<file path="src/rtl/core/segd_pkg.sv">
`default_nettype none
// ----------------------------------------------------------------------------
// segd_pkg
// Shared types and constants of the signed Exp-Golomb decoder.
// ----------------------------------------------------------------------------
package segd_pkg;

    // Code format limits
    localparam int MAX_CODE_BITS = 63;
    localparam int BITS_PER_BYTE = 8;

    // Datapath widths
    localparam int BYTE_W   = 8;
    localparam int VALUE_W  = 64;
    localparam int ACC_W    = 63;
    localparam int ZRUN_W   = 8;
    localparam int BBL_W    = ZRUN_W + 1;
    localparam int CWLEN_W  = ZRUN_W + 2;
    localparam int BIDX_W   = $clog2(BITS_PER_BYTE);
    localparam int SHIFT_W  = $clog2(VALUE_W);

    // Item queue between front and back (depth must be a power of two)
    localparam int QUEUE_DEPTH = 2;
    localparam int QPTR_W      = $clog2(QUEUE_DEPTH);
    localparam int QCNT_W      = $clog2(QUEUE_DEPTH + 1);

    // Item classes
    typedef enum logic {
        KIND_DATA   = 1'b0,
        KIND_HEADER = 1'b1
    } t_kind;

    // Classified stream item
    typedef struct packed {
        t_kind              kind;
        logic [BYTE_W-1:0]  data_byte;
        logic               last;
    } t_item;

    // One result item
    typedef struct packed {
        logic signed [VALUE_W-1:0] value;
        logic                      is_value;
        logic                      code_error;
        logic                      last_in_run;
    } t_result;

    // Back-end sequencer states
    typedef enum logic [1:0] {
        ST_BITS = 2'd0,
        ST_END  = 2'd1,
        ST_MARK = 2'd2
    } t_back_state;

endpackage
`default_nettype wire

</file>
<file path="src/rtl/core/segd_in_if.sv">
`default_nettype none
// ----------------------------------------------------------------------------
// segd_in_if
// Byte stream channel: valid/ready with data byte and stream flags.
// ----------------------------------------------------------------------------
interface segd_in_if;
    import segd_pkg::*;

    logic              valid;
    logic              ready;
    logic [BYTE_W-1:0] data_byte;
    logic              is_header;
    logic              is_last;

    modport source (output valid, output data_byte, output is_header, output is_last,
                    input ready);
    modport sink   (input valid, input data_byte, input is_header, input is_last,
                    output ready);
endinterface
`default_nettype wire

</file>
<file path="src/rtl/core/segd_out_if.sv">
`default_nettype none
// ----------------------------------------------------------------------------
// segd_out_if
// Result channel: valid/ready with decoded value and result flags.
// ----------------------------------------------------------------------------
interface segd_out_if;
    import segd_pkg::*;

    logic                      valid;
    logic                      ready;
    logic signed [VALUE_W-1:0] value;
    logic                      is_value;
    logic                      code_error;
    logic                      last_in_run;

    modport source (output valid, output value, output is_value, output code_error,
                    output last_in_run, input ready);
    modport sink   (input valid, input value, input is_value, input code_error,
                    input last_in_run, output ready);
endinterface
`default_nettype wire

</file>
<file path="src/rtl/core/segd_front.sv">
`default_nettype none
// ----------------------------------------------------------------------------
// segd_front
// Accepts stream bytes, classifies them as header or data and queues them
// for the back end.
// ----------------------------------------------------------------------------
module segd_front (
    input  wire logic           i_clk,
    input  wire logic           i_rst_n,
    segd_in_if.sink             i_in,
    output segd_pkg::t_item     o_head,
    output logic                o_head_valid,
    input  wire logic           i_pop
);
    import segd_pkg::*;

    t_item             r_mem [QUEUE_DEPTH];
    logic [QPTR_W-1:0] r_wr_ptr;
    logic [QPTR_W-1:0] r_rd_ptr;
    logic [QCNT_W-1:0] r_count;
    logic              w_push;
    logic              w_pop;
    t_item             w_item;

    // Classification of the incoming byte
    always_comb begin
        w_item.kind      = i_in.is_header ? KIND_HEADER : KIND_DATA;
        w_item.data_byte = i_in.data_byte;
        w_item.last      = i_in.is_last;
    end

    assign i_in.ready   = (r_count != QCNT_W'(QUEUE_DEPTH));
    assign w_push       = i_in.valid && i_in.ready;
    assign o_head_valid = (r_count != '0);
    assign w_pop        = i_pop && o_head_valid;
    assign o_head       = r_mem[r_rd_ptr];

    // Queue storage
    always_ff @(posedge i_clk) begin
        if (w_push) begin
            r_mem[r_wr_ptr] <= w_item;
        end
    end

    // Queue pointers and fill count
    always_ff @(posedge i_clk) begin
        if (!i_rst_n) begin
            r_wr_ptr <= '0;
            r_rd_ptr <= '0;
            r_count  <= '0;
        end else begin
            if (w_push) begin
                r_wr_ptr <= r_wr_ptr + 1'b1;
            end
            if (w_pop) begin
                r_rd_ptr <= r_rd_ptr + 1'b1;
            end
            if (w_push && !w_pop) begin
                r_count <= r_count + 1'b1;
            end else if (!w_push && w_pop) begin
                r_count <= r_count - 1'b1;
            end
        end
    end

endmodule
`default_nettype wire

</file>
<file path="src/rtl/core/segd_back.sv">
`default_nettype none
// ----------------------------------------------------------------------------
// segd_back
// Decodes codewords from the queued byte's code bits, one per cycle unless a
// finished codeword waits on the output register, which delivers results.
// ----------------------------------------------------------------------------
module segd_back (
    input  wire logic           i_clk,
    input  wire logic           i_rst_n,
    input  wire segd_pkg::t_item i_head,
    input  wire logic           i_head_valid,
    output logic                o_pop,
    segd_out_if.source          o_out
);
    import segd_pkg::*;

    // Sequencer
    t_back_state r_state, n_state;
    logic [BIDX_W-1:0] r_bit_idx, n_bit_idx;

    // Codeword state
    logic [BYTE_W-1:0] r_order_k, n_order_k;
    logic [ZRUN_W-1:0] r_zero_run, n_zero_run;
    logic              r_reading, n_reading;
    logic [BBL_W-1:0]  r_bbl, n_bbl;
    logic [ACC_W-1:0]  r_acc, n_acc;
    logic              r_ovf, n_ovf;

    // Held result, waiting to learn whether it is the last of its byte
    logic               r_pend_valid, n_pend_valid;
    logic [VALUE_W-1:0] r_pend_n, n_pend_n;
    logic               r_pend_err, n_pend_err;

    // Output register
    logic    r_out_valid;
    t_result r_out;

    // Bit step results
    logic               w_bit;
    logic [CWLEN_W-1:0] w_cwlen;
    logic [BBL_W-1:0]   w_bbl_start;
    logic [ZRUN_W-1:0]  b_zero_run;
    logic               b_reading;
    logic [BBL_W-1:0]   b_bbl;
    logic [ACC_W-1:0]   b_acc;
    logic               b_ovf;
    logic               b_fin;
    logic [VALUE_W-1:0] b_n;

    logic               w_can_push;
    logic               w_is_data;
    logic               w_bit_stall;
    logic [VALUE_W-1:0] w_half;
    logic [VALUE_W-1:0] w_pend_value;
    logic               w_push;
    t_result            w_push_data;

    assign w_can_push = !r_out_valid || o_out.ready;
    assign w_is_data  = i_head_valid && (i_head.kind == KIND_DATA);
    assign w_bit      = i_head.data_byte[~r_bit_idx];

    // Codeword length and body length once the terminating one is seen
    assign w_cwlen     = {1'b0, r_zero_run, 1'b0} + {2'b00, r_order_k} + CWLEN_W'(1);
    assign w_bbl_start = {1'b0, r_zero_run} + {1'b0, r_order_k};

    // One code bit applied to the codeword state
    always_comb begin
        b_zero_run = r_zero_run;
        b_reading  = r_reading;
        b_bbl      = r_bbl;
        b_acc      = r_acc;
        b_ovf      = r_ovf;
        b_fin      = 1'b0;
        if (!r_reading) begin
            if (!w_bit) begin
                if (r_zero_run != '1) begin
                    b_zero_run = r_zero_run + 1'b1;
                end
            end else begin
                b_ovf     = (w_cwlen > CWLEN_W'(MAX_CODE_BITS));
                b_acc     = ACC_W'(1);
                b_bbl     = w_bbl_start;
                b_reading = 1'b1;
                b_fin     = (w_bbl_start == '0);
            end
        end else begin
            if (!r_ovf) begin
                b_acc = {r_acc[ACC_W-2:0], w_bit};
            end
            b_bbl = r_bbl - 1'b1;
            b_fin = (r_bbl == BBL_W'(1));
        end
    end

    // n = x - 2^k; only meaningful when the codeword did not overflow
    assign b_n = {1'b0, b_acc} - (VALUE_W'(1) << r_order_k[SHIFT_W-1:0]);

    // A finished codeword needs the held result pushed out first
    assign w_bit_stall = w_is_data && b_fin && r_pend_valid && !w_can_push;

    // Signed mapping of the held n: odd -> (n+1)/2, even -> -(n/2)
    always_comb begin
        if (r_pend_n[0]) begin
            w_half = (r_pend_n + VALUE_W'(1)) >> 1;
        end else begin
            w_half = ~(r_pend_n >> 1) + VALUE_W'(1);
        end
        w_pend_value = r_pend_err ? '0 : w_half;
    end

    // Next state
    always_comb begin
        n_state = r_state;
        unique case (r_state)
            ST_BITS: begin
                if (i_head_valid) begin
                    if (i_head.kind == KIND_HEADER) begin
                        n_state = ST_END;
                    end else if (!w_bit_stall && (r_bit_idx == BIDX_W'(BITS_PER_BYTE - 1))) begin
                        n_state = ST_END;
                    end
                end
            end
            ST_END: begin
                if (r_pend_valid) begin
                    if (w_can_push) begin
                        n_state = i_head.last ? ST_MARK : ST_BITS;
                    end
                end else if (!i_head.last || w_can_push) begin
                    n_state = ST_BITS;
                end
            end
            ST_MARK: begin
                if (w_can_push) begin
                    n_state = ST_BITS;
                end
            end
            default: n_state = ST_BITS;
        endcase
    end

    // Datapath and handshake outputs
    always_comb begin
        n_bit_idx    = r_bit_idx;
        n_order_k    = r_order_k;
        n_zero_run   = r_zero_run;
        n_reading    = r_reading;
        n_bbl        = r_bbl;
        n_acc        = r_acc;
        n_ovf        = r_ovf;
        n_pend_valid = r_pend_valid;
        n_pend_n     = r_pend_n;
        n_pend_err   = r_pend_err;
        o_pop        = 1'b0;
        w_push       = 1'b0;
        w_push_data  = '0;
        unique case (r_state)
            ST_BITS: begin
                if (i_head_valid && (i_head.kind == KIND_HEADER)) begin
                    // Header: new order, fresh codeword
                    n_order_k  = i_head.data_byte;
                    n_zero_run = '0;
                    n_reading  = 1'b0;
                    n_bbl      = '0;
                    n_acc      = '0;
                    n_ovf      = 1'b0;
                end else if (w_is_data && !w_bit_stall) begin
                    n_bit_idx  = r_bit_idx + 1'b1;
                    n_zero_run = b_zero_run;
                    n_reading  = b_reading;
                    n_bbl      = b_bbl;
                    n_acc      = b_acc;
                    n_ovf      = b_ovf;
                    if (b_fin) begin
                        if (r_pend_valid) begin
                            w_push                  = 1'b1;
                            w_push_data.value       = w_pend_value;
                            w_push_data.is_value    = !r_pend_err;
                            w_push_data.code_error  = r_pend_err;
                            w_push_data.last_in_run = 1'b0;
                        end
                        n_pend_valid = 1'b1;
                        n_pend_n     = b_n;
                        n_pend_err   = b_ovf;
                        n_zero_run   = '0;
                        n_reading    = 1'b0;
                        n_bbl        = '0;
                        n_acc        = '0;
                        n_ovf        = 1'b0;
                    end
                end
            end
            ST_END: begin
                if (r_pend_valid) begin
                    if (w_can_push) begin
                        w_push                  = 1'b1;
                        w_push_data.value       = w_pend_value;
                        w_push_data.is_value    = !r_pend_err;
                        w_push_data.code_error  = r_pend_err;
                        w_push_data.last_in_run = !i_head.last;
                        n_pend_valid            = 1'b0;
                        o_pop                   = !i_head.last;
                    end
                end else if (!i_head.last) begin
                    o_pop = 1'b1;
                end else if (w_can_push) begin
                    // End marker straight away
                    w_push                  = 1'b1;
                    w_push_data.last_in_run = 1'b1;
                    o_pop                   = 1'b1;
                    n_zero_run              = '0;
                    n_reading               = 1'b0;
                    n_bbl                   = '0;
                    n_acc                   = '0;
                    n_ovf                   = 1'b0;
                end
            end
            ST_MARK: begin
                if (w_can_push) begin
                    w_push                  = 1'b1;
                    w_push_data.last_in_run = 1'b1;
                    o_pop                   = 1'b1;
                    n_zero_run              = '0;
                    n_reading               = 1'b0;
                    n_bbl                   = '0;
                    n_acc                   = '0;
                    n_ovf                   = 1'b0;
                end
            end
            default: begin
                n_bit_idx = '0;
            end
        endcase
    end

    // Control and codeword state registers
    always_ff @(posedge i_clk) begin
        if (!i_rst_n) begin
            r_state      <= ST_BITS;
            r_bit_idx    <= '0;
            r_order_k    <= '0;
            r_zero_run   <= '0;
            r_reading    <= 1'b0;
            r_bbl        <= '0;
            r_acc        <= '0;
            r_ovf        <= 1'b0;
            r_pend_valid <= 1'b0;
            r_out_valid  <= 1'b0;
        end else begin
            r_state      <= n_state;
            r_bit_idx    <= n_bit_idx;
            r_order_k    <= n_order_k;
            r_zero_run   <= n_zero_run;
            r_reading    <= n_reading;
            r_bbl        <= n_bbl;
            r_acc        <= n_acc;
            r_ovf        <= n_ovf;
            r_pend_valid <= n_pend_valid;
            if (w_push) begin
                r_out_valid <= 1'b1;
            end else if (o_out.ready) begin
                r_out_valid <= 1'b0;
            end
        end
    end

    // Payload registers
    always_ff @(posedge i_clk) begin
        r_pend_n   <= n_pend_n;
        r_pend_err <= n_pend_err;
        if (w_push) begin
            r_out <= w_push_data;
        end
    end

    assign o_out.valid       = r_out_valid;
    assign o_out.value       = r_out.value;
    assign o_out.is_value    = r_out.is_value;
    assign o_out.code_error  = r_out.code_error;
    assign o_out.last_in_run = r_out.last_in_run;

endmodule
`default_nettype wire

</file>
<file path="src/rtl/core/signed_exp_golomb_decoder_unit.sv">
`default_nettype none
// ----------------------------------------------------------------------------
// signed_exp_golomb_decoder_unit
// Signed Exp-Golomb decoder of order k over a byte stream.
//
//   Channel  Dir  Payload                                      Transfer
//   i_in     in   data_byte[8], is_header, is_last             valid & ready
//   o_out    out  value[64] signed, is_value, code_error,      valid & ready
//                 last_in_run
//
// A data byte is walked code bit by code bit through the bit sequencer,
// then the end state releases the last result of the byte; a last byte
// that also held a result sends the end marker from a separate state.
// Header bytes pass through the sequencer state and the end state. A
// two-entry queue lets the front accept bytes while the back works, and
// the output register lets the back go on while a result waits. Reset
// (i_rst_n low, synchronous) clears the order k and all codeword state.
// A stall on o_out holds the back only when it has a result to hand over.
// ----------------------------------------------------------------------------
module signed_exp_golomb_decoder_unit (
    input  wire logic  i_clk,
    input  wire logic  i_rst_n,
    segd_in_if.sink    i_in,
    segd_out_if.source o_out
);
    import segd_pkg::*;

    t_item w_head;
    logic  w_head_valid;
    logic  w_pop;

    // Input side and item queue
    segd_front u_front (
        .i_clk        (i_clk),
        .i_rst_n      (i_rst_n),
        .i_in         (i_in),
        .o_head       (w_head),
        .o_head_valid (w_head_valid),
        .i_pop        (w_pop)
    );

    // Bit sequencer and result output
    segd_back u_back (
        .i_clk        (i_clk),
        .i_rst_n      (i_rst_n),
        .i_head       (w_head),
        .i_head_valid (w_head_valid),
        .o_pop        (w_pop),
        .o_out        (o_out)
    );

endmodule
`default_nettype wire
</file>
<file path="src/flat_wrapper.sv">
// flat-port wrapper written by rule: the top's interface ports become plain ports
module signed_exp_golomb_decoder_unit_flat import segd_pkg::*;
  (i_clk, i_rst_n, i_in_valid, i_in_data_byte, i_in_is_header, i_in_is_last, i_in_ready, o_out_valid, o_out_value, o_out_is_value, o_out_code_error, o_out_last_in_run, o_out_ready);
  segd_in_if i_in_i ();
  segd_out_if o_out_i ();
  input  wire logic i_clk;
  input  wire logic i_rst_n;
  input wire logic [$bits(i_in_i.valid)-1:0] i_in_valid;
  input wire logic [$bits(i_in_i.data_byte)-1:0] i_in_data_byte;
  input wire logic [$bits(i_in_i.is_header)-1:0] i_in_is_header;
  input wire logic [$bits(i_in_i.is_last)-1:0] i_in_is_last;
  output wire logic [$bits(i_in_i.ready)-1:0] i_in_ready;
  output wire logic [$bits(o_out_i.valid)-1:0] o_out_valid;
  output wire logic [$bits(o_out_i.value)-1:0] o_out_value;
  output wire logic [$bits(o_out_i.is_value)-1:0] o_out_is_value;
  output wire logic [$bits(o_out_i.code_error)-1:0] o_out_code_error;
  output wire logic [$bits(o_out_i.last_in_run)-1:0] o_out_last_in_run;
  input wire logic [$bits(o_out_i.ready)-1:0] o_out_ready;
  assign i_in_i.valid = i_in_valid;
  assign i_in_i.data_byte = i_in_data_byte;
  assign i_in_i.is_header = i_in_is_header;
  assign i_in_i.is_last = i_in_is_last;
  assign i_in_ready = i_in_i.ready;
  assign o_out_valid = o_out_i.valid;
  assign o_out_value = o_out_i.value;
  assign o_out_is_value = o_out_i.is_value;
  assign o_out_code_error = o_out_i.code_error;
  assign o_out_last_in_run = o_out_i.last_in_run;
  assign o_out_i.ready = o_out_ready;
  signed_exp_golomb_decoder_unit u_core (.i_clk(i_clk), .i_rst_n(i_rst_n), .i_in(i_in_i), .o_out(o_out_i));
endmodule
</file>
<file path="config.mk">
export PLATFORM = sky130hd
export DESIGN_NAME = signed_exp_golomb_decoder_unit_flat
export DESIGN_NICKNAME = d
export VERILOG_FILES = /design/src/rtl/core/segd_pkg.sv /design/src/rtl/core/segd_in_if.sv /design/src/rtl/core/segd_out_if.sv /design/src/rtl/core/segd_front.sv /design/src/rtl/core/segd_back.sv /design/src/rtl/core/signed_exp_golomb_decoder_unit.sv /design/src/flat_wrapper.sv
export SDC_FILE = /design/constraint.sdc
export NUM_CORES = 1
export LEC_CHECK = 0
export BUFFER_PORTS_ARGS = -buffer_cell sky130_fd_sc_hd__buf_2
export CORE_MARGIN = 4
export CORE_UTILIZATION = 25
export DETAILED_ROUTE_END_ITERATION = 10
export MAX_ROUTING_LAYER = met4
export SLEW_MARGIN = 10
export SYNTH_ARGS = -nofsm -noshare
export SYNTH_HDL_FRONTEND = slang
export SYNTH_SLANG_ARGS = --single-unit
</file>
<file path="constraint.sdc">
create_clock -name i_clk -period 17.95 [get_ports i_clk]
set_clock_uncertainty 0.2 [all_clocks]
set_input_delay 3.59 -clock i_clk [delete_from_list [all_inputs] [get_ports i_clk]]
set_output_delay 3.59 -clock i_clk [all_outputs]
set_load 0.1 [all_outputs]
</file>
Word level (Yosys, flattened, before mapping):

Memories as Yosys holds them, arrays and structs flattened. A register that Yosys moved wholly into a read port is not among the register bits.
Cells that the tools add are included.

* equality and inequality tests: 21
* reductions and logical operators: 36
* bitwise logic cells: 5
* order comparisons: 2
* add/sub/neg operators: 13
* muxes and demuxes: 101
* shift-type cells: 1

Operator list (number)
* 63-bit 2-to-1 mux: 9
* 67-bit 2-to-1 mux: 5
* 63-bit one-hot mux with 3 select lines: 1
* 66-bit one-hot mux with 2 select lines: 1
* 64-bit by 1-bit adder with 64-bit output (second input constant): 2
* 64-bit 2-to-1 mux: 2
* 8-bit 2-to-1 mux: 9
* 9-bit 2-to-1 mux: 8
* 66-bit 2-to-1 mux: 1
* 63-bit NOT with 64-bit output: 1
* 1-bit by 6-bit left shift with 64-bit output (first input constant): 1
* 63-bit by 64-bit subtractor with 64-bit output: 1
* 1-bit 2-to-1 mux: 42
* 9-bit one-hot mux with 3 select lines: 1
* 8-bit one-hot mux with 3 select lines: 1
* 2-bit 2-to-1 mux: 10
* 2-bit != test (second input constant): 8
* 3-bit != test (second input constant): 4
* 4-bit != test (second input constant): 3
* 1-bit one-hot mux with 3 select lines: 4
* 4-bit AND reduction: 3
* 1-bit logical AND: 11
* 10-bit by 1-bit adder with 10-bit output (second input constant): 1
* 9-bit by 8-bit adder with 10-bit output: 1
* other kinds (33): 49

* memories: 1
* output and inout bits: 69
* input bits: 14
* logic and storage cells: 199
* RAM bits: 20
* register bits after elaboration: 233

Memory list
* u_core.u_front.r_mem: depth 2, width 10, read ports 1, clocked after memory_dff 1, wr ports 1, RTL line segd_front.sv:17 `t_item r_mem [QUEUE_DEPTH];`

Depth between registers and ports, before layout:

* word-level depth: 14
* gate-level depth with buffers: 18
* gate-level depth less buffers: 17

Cells and area by module:

A second synthesis with hierarchy kept.

* cell total of the unflattened synthesis: 1800
* area, all modules: 16577.1 um^2

Modules (own cells, without submodules)
* segd_back: sequential area each 5905.7 um^2, cells each 1745, area an instance 15616.2 um^2, instances 1
* segd_front: sequential area each 700.7 um^2, cells each 55, area an instance 960.9 um^2, instances 1

Least setup slack after synthesis:

OpenSTA, ideal clock, no wires.

* path type: input-to-reg
* from: in o_out_ready
* to: reg u_core.u_back.r_pend_err, enable pin
* slack: 2.855 ns
* stages: 3
* arrival time: 14.060 ns
* path buffers: 0
* data required time: 16.915 ns
* setup time: 0.835 ns
* cells stage by stage: nand2b_1 -> nor2_1 -> a2111oi_0

* word-level cells in the longest chain between the ends: 6

Ends and longest elaborated chain
* start: declaration: RTL line flat_wrapper.sv:18 `input wire logic [$bits(o_out_i.ready)-1:0] o_out_ready;`
* 1-bit logical OR: RTL line segd_back.sv:58 `assign w_can_push = !r_out_valid || o_out.ready;`
* 1-bit logical NOT: RTL line segd_back.sv:99 `assign w_bit_stall = w_is_data && b_fin && r_pend_valid && !w_can_push;`
* 1-bit logical AND: RTL line segd_back.sv:99
* 1-bit logical NOT: RTL line segd_back.sv:167 `end else if (w_is_data && !w_bit_stall) begin`
* 1-bit logical AND: RTL line segd_back.sv:167
* 4-bit AND reduction (no line)
* end signal: assignment: RTL line segd_back.sv:270 `r_pend_err <= n_pend_err;`
* end: declaration: RTL line segd_back.sv:32 `logic r_pend_err, n_pend_err;`

Every way passes these cells.
A chain may end at the register's enable or synchronous reset.

==> impl_metrics.yaml <==
worst_setup_path:
  cp-endpoint: "u_core.u_back.r_pend_n[63]"
  crit_fanout: 66
  cp_top_family: "compound AO/OA/AOI/OAI gates"
  cpPeakStageDelay_ps: 820
  r2r_slack_ps: 11740
  cp-end-kind: "flip-flop"
  worstPathArrival_ps: 6280
  cp-start-kind: "flip-flop"
  cp.depth: 14
  rr_worst_depth: 14
  path_class: "flip-flop to flip-flop"
  cp_cell_sequence: "mux4_2 -> mux4_2 -> and2b_4 -> o21ai_0 -> ha_1 -> nor2b_1 -> o31a_1 -> o311a_1 -> o32ai_1 -> nor3_1 -> nor2_1 -> o2111ai_1 -> nand2_1 -> o211ai_1"
  cpMostUsedCell: "mux4_2"
  reg2reg_to: "u_core.u_back.r_pend_n[63]"
  cp.required_ps: 18020
  cp_slowest_cell: "dfxtp_1"
  worst-path-buf-inv: 0
clocking:
  cts_max_path_buffers: 3
  cts_setup_buffers: 0
  clock_sinks: 254
  insertion_delay_ps: 550
  cts_resized: 0
  cts_hold_buffers: 0
  cts_tree: "yes"
  numCtsBuffers: 34
  cts_root_buf: "clkbuf_16"
  htree_levels: 2
  clk_pin_slew_ps: 60
drt:
  via_per_inst: 4.932
  wire_per_inst_um: 15.33
  drc: 0
  ant_nets: 0
  drt_iter0_drc: 1330
  via_count: 14350
  wl_um: 44600
  drt_pre_antenna_iters: 7
global_route:
  antenna_found_initial: 1
  grt_overflow: 0
  grt_pass1_vias: 13170
  grt_max_degree: 81
  grt_pass1_wl_um: 72800
  grt_usage: 0.1220
layout:
  fin_area_mm2: 0.01940
  layout_common_cells: "299 x nand2_1, 189 x nor2_1, 152 x edfxtp_1"
  final_common_cell: "nand2_1"
  drive_gt1_frac: 0.09631
  area_growth_pct: 12.59
  layout.nets: 2116
  fill_cells: 7230
sta:
  setup_viol: 0
  drv_slew: 0
  fin_tns_setup_ps: 0
  tightest_slew_ps: 1139
  max_freq_ghz: 0.1610
  finalHoldViolCount: 0
  max_slew_margin: 0.2404
  rsz0062_at_grt: "no"
  timing.final.crit_share: 0.3460
  min_period_ps: 6210
power_and_ir_drop:
  p_leak_nw: 7.367
  power_density_mw_per_mm2: 131.6
  clkPwrFrac: 0.260
  ir_worst_vdd_mv: 0.06167
  comb_power_share: 0.420
  swShare: 0.4017
  p_int_w: 0.001528
  power.switching_w: 0.001026
  p_seq_frac: 0.321
synth:
  synth_edf_count: 152
  ys_warn_count: 0
  ys_seq_area_frac: 0.3834
  syn-num-nets: 2098
  synth_flop_cell: "edfxtp_1"
  syn-instance-count: 1991
  async_flop_share: 0
  synth.avg_cell_area_um2: 8.653
  ys_seq_elements: 254
  netlist_area_mm2: 0.01723
  ys_types: 87
die:
  die_area_mm2: 0.07318
  die_y_um: 270.5
  io_pins: 83
  row_count: 95
  core-area_mm2: 0.06775
  initial_utilization: 0.2543
  die_w_um: 270.5
outcome:
  status: "complete, no violations"
placed_design:
  gp_congestion: 0.8868
  portBuffers: 82
  dp_hpwl_um: 32620
  placed_cell_area_mm2: 0.01831
min_path:
  hold_path_class: "flip-flop to flip-flop"
flow_run:
  maxCapViolations: 0
## per-layer routing
layer,part of all wire,wire (um),global-route usage,up-vias
met1,0.49,22040,0.1701,6674
met4,0.019,864,0.02793,0
met3,0.047,2098,0.02127,59
met5,0,0,-,-
met2,0.44,19590,0.1854,319
li1,-,-,-,7295
## synth_stat cells, drive strengths merged, types with 62 or more instances
cell    number  area [um^2]
nand2      299         1122
nor2       190        713.2
edfxtp     152         4564
o21ai      141        705.7
a21oi      133        669.4
dfxtp      102         2042
ha          91         1139
clkbuf      87        326.6
xnor2       68        595.6
a22o        63        551.8
xor2        63        551.8
nand3       62        320.3
## how the worst min path moves through the flow
stage | startpoint | endpoint | slack, ps | cells past startpoint
3_5_place_dp | u_core.u_back.r_acc[62] | u_core.u_back.r_acc[62] | 260 | 1
3_3_place_gp | u_core.u_back.r_acc[62] | u_core.u_back.r_acc[62] | 260 | 1
2_1_floorplan | u_core.u_back.r_acc[62] | u_core.u_back.r_acc[62] | 240 | 1
4_1_cts | u_core.u_back.r_acc[62] | u_core.u_back.r_acc[62] | 280 | 1
6_report | u_core.u_back.r_acc[62] | u_core.u_back.r_acc[62] | 280 | 1
5_1_grt | u_core.u_back.r_acc[62] | u_core.u_back.r_acc[62] | 310 | 1
## per-stage QoR
stage	util	worst slack, ps	power, W	cells	hold WS (ps)
2_1_floorplan	-	2855	0.001685	1991	242.1
3_3_place_gp	0.2702	11920	0.001894	2846	256.4
3_5_place_dp	0.2702	11770	0.001899	2846	263.4
4_1_cts	0.2863	11750	0.002575	2908	282.6
5_1_grt	0.2863	11300	0.002715	2909	305.8
6_report	0.2863	11740	0.002553	2909	278.1
## worst register-to-register path: cells and delay by family (launching register included)
kind	cells	cell delay, ps
flops	1	820
fa+ha+maj	1	330
simple gates	5	1230
compound gates	6	2190
mux	2	1150
## power by group through the flow
| stage | Combinational, W | Sequential (W) | Clock (W) |
|---|---|---|---|
| after global routing | 0.00118 | 0.000827 | 0.000708 |
| final | 0.00107 | 0.000818 | 0.000663 |
| after CTS | 0.00107 | 0.000817 | 0.000684 |
| after floorplan | 0.000796 | 0.000889 | 0 |
| after detailed placement | 0.00107 | 0.000829 | 0 |
| after global placement | 0.00107 | 0.000829 | 0 |
## sequential cells by signal (all words and copies together), names as in the netlist, 2 cells and up, named ones only
| name | count |
|---|---|
| u_core.u_back.r_acc | 63 |
| u_core.u_back.r_pend_n | 64 |
| u_core.u_back.r_zero_run | 8 |
| u_core.u_back.r_bit_idx | 3 |
| u_core.u_back.r_state | 2 |
| u_core.u_front.r_count | 2 |
| u_core.u_back.r_bbl | 9 |
| u_core.u_front.r_mem | 20 |
| u_core.u_back.o_out.value | 64 |
| u_core.u_back.r_order_k | 8 |
## cell families after synthesis
kind of cell               synth area share
buffers and inverters               0.04386
adders and majority gates           0.06841
DFF                                  0.3834
and+or+nand+nor                      0.2131
xor gates and xnor gates            0.06659
muxes                               0.01772
AOI/OAI and AO/OA                    0.2068
## final cells by class
| class | instances | area (um^2) | share of cell area |
|---|---|---|---|
| diodes | 1 | 2.502 | 0.0001290 |
| clock buffers | 38 | 875.8 | 0.04515 |
| clock inverters | 24 | 215.2 | 0.01109 |
| inverters | 48 | 180.2 | 0.009288 |
| multi-input cells | 1575 | 9911 | 0.5109 |
| flip-flops and latches | 254 | 6606 | 0.3406 |
| well taps | 873 | 1092 | 0.05631 |
| repair buffers | 96 | 515.5 | 0.02657 |
Power figures use the tool's default switching activity.
